<file path="src/rtl/fcw_pkg.sv">
// Shared constants, codes and control types for the FAT12 cluster chain walker.
package fcw_pkg;

	// Allocation table size in bytes (a power of two) and its address width
	localparam int TABLE_BYTES = 8192;
	localparam int TABLE_AW    = $clog2(TABLE_BYTES);

	// Field widths
	localparam int FUNC_W    = 2;
	localparam int INDEX_W   = 13;
	localparam int BYTE_W    = 8;
	localparam int CLUSTER_W = 12;
	localparam int SECTOR_W  = 7;
	localparam int LBA_W     = 32;
	localparam int SPC_W     = 8;
	localparam int PROD_W    = CLUSTER_W + 1 + SPC_W + 1;

	// Chain constants
	localparam logic [CLUSTER_W-1:0] END_MARK           = 12'hFF8;
	localparam logic [CLUSTER_W:0]   FIRST_DATA_CLUSTER = 13'd2;
	localparam logic [SPC_W-1:0]     SPC_MIN            = 8'd1;
	localparam logic [SPC_W-1:0]     SPC_MAX            = 8'd128;

	// Input item kinds
	localparam logic [FUNC_W-1:0] FUNC_LOAD    = 2'd0;
	localparam logic [FUNC_W-1:0] FUNC_START   = 2'd1;
	localparam logic [FUNC_W-1:0] FUNC_ADVANCE = 2'd2;

	// Configuration register indexes
	localparam logic CFG_DATA_START_LBA      = 1'b0;
	localparam logic CFG_SECTORS_PER_CLUSTER = 1'b1;

	// Commands from the controller to the datapath
	typedef struct packed {
		logic ram_wr;       // store the table byte of a load
		logic chain_start;  // load the start cluster
		logic sector_step;  // advance the sector index, wrap at cluster end
		logic addr_hi;      // read the upper byte of the table entry
		logic lo_capture;   // keep the lower byte of the table entry
		logic entry_load;   // move to the cluster read from the table
		logic prod_load;    // register the cluster offset product
		logic out_load;     // load the result register
	} cmd_t;

	// Status from the datapath to the controller
	typedef struct packed {
		logic ended;        // chain has hit an end marker
		logic wrap;         // next sector leaves the current cluster
		logic out_free;     // result register can take a new result
	} stat_t;

endpackage

</file>
<file path="src/rtl/fcw_ctrl.sv">
// Controller: sequences loads, starts and advances through the datapath.
module fcw_ctrl (
	input  logic                      clk,
	input  logic                      arst_n,
	input  logic                      in_valid,
	output logic                      in_ready,
	input  logic [fcw_pkg::FUNC_W-1:0] func,
	input  fcw_pkg::stat_t            stat,
	output fcw_pkg::cmd_t             cmd
);
	import fcw_pkg::*;

	localparam logic [2:0] ST_IDLE  = 3'd0;
	localparam logic [2:0] ST_RD_LO = 3'd1;
	localparam logic [2:0] ST_RD_HI = 3'd2;
	localparam logic [2:0] ST_ENTRY = 3'd3;
	localparam logic [2:0] ST_MUL   = 3'd4;
	localparam logic [2:0] ST_EMIT  = 3'd5;

	logic [2:0] state_q;
	logic [2:0] state_next;

	assign in_ready = (state_q == ST_IDLE);

	// Next state and commands
	always_comb begin
		cmd        = '0;
		state_next = state_q;
		unique case (state_q)
			ST_IDLE: begin
				if (in_valid) begin
					unique case (func)
						FUNC_LOAD: begin
							cmd.ram_wr = 1'b1;
						end
						FUNC_START: begin
							cmd.chain_start = 1'b1;
							state_next      = ST_MUL;
						end
						FUNC_ADVANCE: begin
							if (stat.ended) begin
								state_next = ST_MUL;
							end else begin
								cmd.sector_step = 1'b1;
								state_next      = stat.wrap ? ST_RD_LO : ST_MUL;
							end
						end
						default: ;
					endcase
				end
			end
			ST_RD_LO: begin
				state_next = ST_RD_HI;
			end
			ST_RD_HI: begin
				cmd.addr_hi    = 1'b1;
				cmd.lo_capture = 1'b1;
				state_next     = ST_ENTRY;
			end
			ST_ENTRY: begin
				cmd.entry_load = 1'b1;
				state_next     = ST_MUL;
			end
			ST_MUL: begin
				cmd.prod_load = 1'b1;
				state_next    = ST_EMIT;
			end
			ST_EMIT: begin
				if (stat.out_free) begin
					cmd.out_load = 1'b1;
					state_next   = ST_IDLE;
				end
			end
			default: begin
				state_next = ST_IDLE;
			end
		endcase
	end

	always_ff @(posedge clk or negedge arst_n) begin
		if (!arst_n) begin
			state_q <= ST_IDLE;
		end else begin
			state_q <= state_next;
		end
	end

endmodule

</file>
<file path="config.mk">
export PLATFORM = sky130hd
export DESIGN_NAME = fcw_ctrl
export DESIGN_NICKNAME = d
export VERILOG_FILES = /design/src/rtl/fcw_pkg.sv /design/src/rtl/fcw_ctrl.sv
export SDC_FILE = /design/constraint.sdc
export NUM_CORES = 1
export LEC_CHECK = 0
export BUFFER_PORTS_ARGS = -buffer_cell sky130_fd_sc_hd__buf_2
export CAP_MARGIN = 20
export CORE_AREA = 2 2 39 41
export CTS_BUF_LIST = sky130_fd_sc_hd__clkbuf_2 sky130_fd_sc_hd__clkbuf_4 sky130_fd_sc_hd__clkbuf_8
export CTS_CLUSTER_DIAMETER = 120
export DETAILED_ROUTE_END_ITERATION = 8
export DIE_AREA = 0 0 41 43
export GPL_TIMING_DRIVEN = 1
export PLACE_DENSITY = 0.46
export SYNTH_ARGS = -nofsm -noshare
export SYNTH_HDL_FRONTEND = slang
export SYNTH_SLANG_ARGS = --single-unit
</file>
<file path="constraint.sdc">
create_clock -name clk -period 1.3 [get_ports clk]
set_input_delay 0.26 -clock clk [delete_from_list [all_inputs] [get_ports clk]]
set_output_delay 0.26 -clock clk [all_outputs]
set_load 0.05 [all_outputs]
</file>
* Word level (Yosys, flattened, before mapping)
Cells that the tools add are included.
** Storage, ports and cells
- Flip-flop bits (word level) :: 3
- Output and inout port bits :: 9
- Bits of input ports :: 8
- Word-level logic and storage cells :: 31
** Operators by class
- Multiplexer cells :: 17
- Reductions and logical operators :: 3
- Equality and inequality tests :: 10
** Operators by type and width (number)
- $mux 3 :: 6
- $pmux 3 s6 :: 1
- $mux 1 :: 8
- $eq 3x2->1 const B :: 2
- $eq 3x3->1 const B :: 2
- $pmux 3 s2 :: 1
- $ne 2x2->1 const B :: 2
- $eq 3x1->1 const B :: 1
- $logic_not 3->1 :: 1
- $ne 3x1->1 const B :: 1
- $reduce_and 3->1 :: 1
- $eq 2x1->1 const B :: 1
- $eq 2x2->1 const B :: 1
- $logic_not 2->1 :: 1
- $mux 2 :: 1

* Depth between registers and ports, before layout
Gate-level depths: netlist of run 1.
- Depth in word-level cells :: 5
- Gate-level depth with buffers :: 4
- Gate-level depth less buffers :: 3

* Worst setup path after synthesis of run 1
OpenSTA, ideal clock, no wires.
- Path kind :: register to output
- Start :: register state_q[0]
- End :: output port cmd[7] in the netlist's numbering
- Arrival time :: 2.141 ns
- Path buffers :: 1
- Stages on the path, launching flop included :: 5
- Required time :: 1.040 ns
- Path slack :: -1.101 ns
- Cell sequence :: dfrtp_1 buf_6 nor2_2 nand2_1 nor4_1
** RTL lines
- start, declared :: RTL line fcw_ctrl.sv:20 : logic [2:0] state_q;
- start signal, assigned :: RTL line fcw_ctrl.sv:84 : state_q <= state_next;
- end, declared :: RTL line fcw_ctrl.sv:9 : output fcw_pkg::cmd_t cmd

==> run summary, run 1 <==
Critical path class: flip-flop to output port
Final Slew Violations: 0
Met3 usage: 0.03141
RSZ-0062 raised after global routing: true
Routed Antenna Nets: 0
Multi-input gate area in the final layout: 259.0 um2
Synth Register Bits: 3
Biggest register: state_q
DRT Pass-1 Iters: 1
Max FFs per register: 3
Power Dens Cells: 2494 nW/um2
Async SR Flop Fraction: 1.000
Clk buf depth: 2
Mapped Nets: 38
Area share of the largest cell type after synthesis: 0.2765
Total power: 1.551 mW
Synth cell count leaders: dfrtp_1 (3), nand2_1 (3), nor3_1 (3)
Fin crit share: 1.226
Reg area: 75.07 um2
Leading post-synthesis cells by cell area: dfrtp_1 (28%), xnor2_1 (6.5%), nor3_1 (5.5%), a221oi_2 (5.5%), buf_4 (5.5%)
Unique masters post-synth: 21
CTS tree: yes
Vias per inst: 4.356
Synth area leader: dfrtp_1
Final wirelength: 786 um
Clock transition at the registers of the reported paths: 0.04 ns
Class of the worst hold path: input pin to asynchronous set/reset pin
Fraction of layout cells with a size suffix above 1: 0.7544
Final Instance Area: 621.8 um2
Num CTS Buffers: 3
Max cap viols: 0
Tmin final: 1.594 ns
Post-synth design cell area: 271.5 um2
Post-synth EDFFs: 0
Leak pwr: 0.2775 nW
Core box area: 1384 um2
Setup violations, final: 9
RePlAce Congestion: 0.6829
Inst Count DP: 66
Crit path cell chain: nor2_4, nand2_4, nor4b_4, buf_6
Clock Latency Late Sink: 0.23 ns
Slowest cell on crit path: dfrtp_1
YS warnings: 0
First-pass GRT wire length: 1338 um
Diode count: 0
Chip width: 41 um
Mean Syn Cell Area: 9.050 um2
Non-Filler Instances: 73
Endpoint type of the worst setup path: output port
Clock sinks: 3
Measured slew at the worst slew-check pin: 0.2678 ns
Routed wire per std cell: 10.77 um
Worst slew margin: 0.8202
Fmax: 627.4 MHz
Pin count of the biggest net entering global routing: 14
Main synth FF type: dfrtp_1
Critical Path Fanout Max: 4
Die Area: 1763 um2
Largest regs: state_q (3)
Layout area overhead: 129.0%
Met1 Resource Use GR: 0.1503
Final Skew: 0.003112 ns
Initial antenna violation count: 0
Post-Synthesis Cells: 30
GRT busiest layer: met2
Filler cell count: 143
Delay-heaviest family, CP: simple AND/OR/NAND/NOR gates
Endpoints failing hold: 0
Post-DP HPWL: 555.3 um
Global route total overflow: 0
Max VDD drop: 718.0 uV
Data arrival, critical path: 1.33 ns
H-Tree Level Count: 1
Met2 Usage GRT: 0.1563
GRT Overall Usage: 0.1211
Sequential fraction of the synthesis area: 0.2765
Port Buf Inserts: 16
Initial cell density of the core: 0.1962
Number of global-route vias before repair: 314
Critical Path Max Stage Delay: 0.41 ns
Final worst slack: -0.2939 ns
DRC: 0
Crit path required time: 1.04 ns
Worst Setup Start Kind: flip-flop
Placement row count: 14
First DRT Iteration DRCs: 0
Io pins: 17
Final net count: 66
Violated checks: setup timing
WP buf/inv: 1
Root Driver: clkbuf_4
Die Span Y: 43 um
Status: complete, but fails checks
Cell Area, Placed: 488.0 um2
Vias post-DR: 318
[report_power, final]
group | total (mW) | switching (mW) | leakage (nW) | internal [mW]
registers | 0.187 | 0.0482 | 0.0376 | 0.139
clock network | 0.184 | 0.0486 | 0.0184 | 0.136
logic | 1.18 | 0.653 | 0.221 | 0.526
[worst register-to-register path: stages, from the launching register on]
cell and delay, ns:
dfrtp_1 0.41, buf_4 0.18, and3b_1 0.20, a31oi_2 0.22
o31ai_4 0.10
[cells in the final DEF, fill, tap and decap left out]
master         synthesis  routed
a211oi_2               1       1
a221oi_2               1       1
a31oi_2                0       1
and2_1                 1       1
and3b_1                1       1
and4bb_1               1       1
buf_12                 0       1
buf_2                  1       7
buf_4                  2       9
buf_6                  1       9
clkbuf_4               0       4
dfrtp_1                3       3
dlygate4sd3_1          0       1
inv_1                  1       1
nand2_1                3       1
nand2_2                0       1
nand2_4                0       1
nand2b_1               1       1
nor2_1                 2       2
nor2_4                 0       1
nor3_2                 0       1
nor3_4                 0       2
nor3b_4                0       1
nor4_4                 0       1
nor4b_4                0       1
o31ai_4                0       1
xnor2_1                2       2
[worst paths after layout]
| check | endpoint | depth (start not counted) | startpoint | slack (ns) |
|---|---|---|---|---|
| max in group asynchronous | state_q[2]$_DFFE_PN0P_ | 2 | arst_n | 0.85 |
| min in group clk | state_q[0]$_DFFE_PN0P_ | 3 | stat[0] | 0.35 |
| hold / removal | state_q[0]$_DFFE_PN0P_ | 2 | arst_n | 0.35 |
| setup reg to reg | state_q[2]$_DFFE_PN0P_ | 4 | state_q[1]$_DFFE_PN0P_ | 0.06 |
| setup / recovery | cmd[6] | 4 | state_q[1]$_DFFE_PN0P_ | -0.29 |
| hold reg to reg | state_q[1]$_DFFE_PN0P_ | 2 | state_q[2]$_DFFE_PN0P_ | 0.62 |
[kinds of logic (layout without fill, tap and decap cells)]
logic type / count (synthesis) / in the layout / share of synthesized area
xor gates and xnor gates: 2 / 2 / 0.06453
buffers and inverters: 5 / 32 / 0.1290
DFF: 3 / 3 / 0.2765
AOI/OAI and AO/OA: 4 / 4 / 0.1521
and+or+nand+nor: 16 / 16 / 0.3779
[routing by layer]
| layer | vias up | wire (um) |
|---|---|---|
| li1 | 159 | - |
| met1 | 147 | 316 |
| met2 | 12 | 441 |
| met3 | 0 | 28 |
| met4 | 0 | 0 |
| met5 | - | 0 |
[stage by stage]
step                worst slack (ns)  hold WS, ns  utilization  TNS (ns)
global placement             -0.1088      0.05674       0.3526   -0.4779
floorplan                    -0.3113     -0.03559            -    -1.029
global route                 -0.3561       0.3451       0.4494    -2.505
CTS                          -0.3060       0.3206       0.4277    -2.025
finish                       -0.2939       0.3451       0.4494    -1.938
detailed placement           -0.1201      0.05581       0.3526   -0.5025
[what timing repair did]
| action | CTS | global route |
|---|---|---|
| pin swaps | 2 | 0 |
| setup endpoints to repair | 9 | 10 |
| buffers inserted | 1 | 1 |
| hold endpoints to repair | 3 | 0 |
| resized for setup | 18 | 4 |
| hold buffers | 1 | 0 |
| cloned | 0 | 0 |
[final cells by class]
class	count	area share
multi-input cells	22	0.4165
repair buffers	27	0.3763
inverters	1	0.006036
flip-flops and latches	3	0.1207
well taps	16	0.03219
clock buffers	4	0.04829
Power figures use the tool's default switching activity.
==> run 2, diff against run 1 <==
- HOLD_SLACK_MARGIN: not set -> 0.05
- RECOVER_POWER: not set -> 25
- SLEW_MARGIN: not set -> 25
==> run summary, run 2 (synthesis gave the netlist of run 1 again) <==
Status: complete, but fails checks
Violated checks: setup timing
Fin crit share: 1.226
Worst Setup Start Kind: flip-flop
Clock Latency Late Sink: 0.23 ns
First DRT Iteration DRCs: 0
Endpoints failing hold: 0
Critical path class: flip-flop to output port
Final worst slack: -0.2939 ns
Port Buf Inserts: 16
Inst Count DP: 66
CTS tree: yes
Most frequent cells in the layout: buf_6 (9), buf_4 (9), buf_2 (6)
Layout area overhead: 128.6%
Vias per inst: 4.356
Multi-input gate area in the final layout: 259.0 um2
First-pass GRT wire length: 1338 um
Global route total overflow: 0
Filler cell count: 144
Reg area: 75.07 um2
Root Driver: clkbuf_4
Die Span Y: 43 um
Fraction of layout cells with a size suffix above 1: 0.7368
Flop pwr share: 0.121
Reg2reg start: state_q[1]$_DFFE_PN0P_
H-Tree Level Count: 1
Placement row count: 14
Die Area: 1763 um2
Levels on crit path: 4
Routed wire per std cell: 10.77 um
Fmax: 627.4 MHz
Worst Setup EP: cmd[6]
Sw Pwr: 749.9 uW
Non-Filler Instances: 73
R2r worst-path depth: 4
Vias post-DR: 318
Final wirelength: 786 um
Biggest register: state_q
Logic pwr share: 0.760
Power Dens Cells: 2499 nW/um2
Switching Fraction: 0.4836
Worst setup path start: state_q[1]$_DFFE_PN0P_
Diode count: 0
Io pins: 17
Tmin final: 1.594 ns
Measured slew at the worst slew-check pin: 0.2678 ns
Class of the worst hold path: input pin to flip-flop
GRT Overall Usage: 0.1211
Pin count of the biggest net entering global routing: 14
Chip width: 41 um
Delay-heaviest family, CP: simple AND/OR/NAND/NOR gates
Routed Antenna Nets: 0
Final net count: 66
Clock sinks: 3
DRT Pass-1 Iters: 1
Num CTS Buffers: 3
WP buf/inv: 1
Reg2reg end: state_q[2]$_DFFE_PN0P_
Critical Path Max Stage Delay: 0.41 ns
DRC: 0
Clk buf depth: 2
Endpoint type of the worst setup path: output port
Setup violations, final: 9
RSZ-0062 raised after global routing: true
Clock transition at the registers of the reported paths: 0.04 ns
Final Skew: 0.003112 ns
Cell Int Power: 800.7 uW
Largest regs: state_q (3)
Core box area: 1384 um2
Reg-to-reg slack, setup: 0.06 ns
Crit path cell chain: nor2_4, nand2_4, nor4b_4, buf_6
Leak pwr: 0.2747 nW
Data arrival, critical path: 1.33 ns
Max VDD drop: 717.9 uV
Max cap viols: 0
Initial antenna violation count: 0
Clock share of power: 0.119
Final Slew Violations: 0
Placement Setup Slack: -0.1201 ns
Max FFs per register: 3
Critical Path Fanout Max: 4
Slowest cell on crit path: dfrtp_1
Post-DP HPWL: 555.3 um
Worst slew margin: 0.8202
Crit path required time: 1.04 ns
Initial cell density of the core: 0.1962
RePlAce Congestion: 0.6829
Number of global-route vias before repair: 314
-- run 2: cell type report --
cell class / count / area share
inverter: 1 / 0.006048
timing repair buffer: 27 / 0.3750
multi-input combinational: 22 / 0.4173
tap: 16 / 0.03226
sequential: 3 / 0.1210
clock buffer: 4 / 0.04839
-- run 2: repair_timing --
action                                  CTS  global route
hold buffers                              1             0
gates cloned                              0             0
resized for setup                        18             4
setup buffers                             1             1
pin swaps                                 2             0
hold endpoints to repair                  3             0
endpoints found under the setup margin    9            10
-- run 2: worst min-delay path by stage --
stage	cells after the start	from	slack, ns	end
2_1_floorplan	0	arst_n	-0.04	state_q[0]$_DFFE_PN0P_
3_3_place_gp	1	arst_n	0.06	state_q[1]$_DFFE_PN0P_
3_5_place_dp	1	arst_n	0.06	state_q[2]$_DFFE_PN0P_
4_1_cts	3	stat[0]	0.32	state_q[0]$_DFFE_PN0P_
5_1_grt	3	stat[0]	0.36	state_q[0]$_DFFE_PN0P_
6_report	3	stat[0]	0.35	state_q[0]$_DFFE_PN0P_
-- run 2: layer usage --
metal / vias to the layer above / GRT usage / wire [um]
met5: - / 0 / 0
met4: 0 / 0.1200 / 0
met3: 0 / 0.03141 / 28
met2: 12 / 0.1563 / 441
met1: 147 / 0.1503 / 316
li1: 159 / - / -
-- run 2: power groups by stage --
stage	Combinational [mW]	Sequential, mW	Clock [mW]
2_1_floorplan	0.788	0.166	0
4_1_cts	1.12	0.189	0.194
5_1_grt	1.26	0.194	0.199
3_3_place_gp	1.00	0.189	0
3_5_place_dp	0.996	0.190	0
6_report	1.18	0.187	0.184
-- run 2: worst register-to-register path: stages, from the launching register on --
cell and delay (ns):
dfrtp_1 0.41, buf_4 0.18, and3b_1 0.20, a31oi_2 0.22, o31ai_4 0.10
-- run 2: through the flow --
step	power, mW	util	setup TNS [ns]	hold WS, ns	cell area (um2)
floorplan	0.9535	-	-1.029	-0.03559	360.3
global placement	1.191	0.3526	-0.4779	0.05674	488.0
detailed placement	1.186	0.3526	-0.5025	0.05581	488.0
CTS	1.502	0.4277	-2.025	0.3206	591.8
global route	1.653	0.4485	-2.505	0.3584	620.6
finish	1.551	0.4485	-1.938	0.3479	620.6
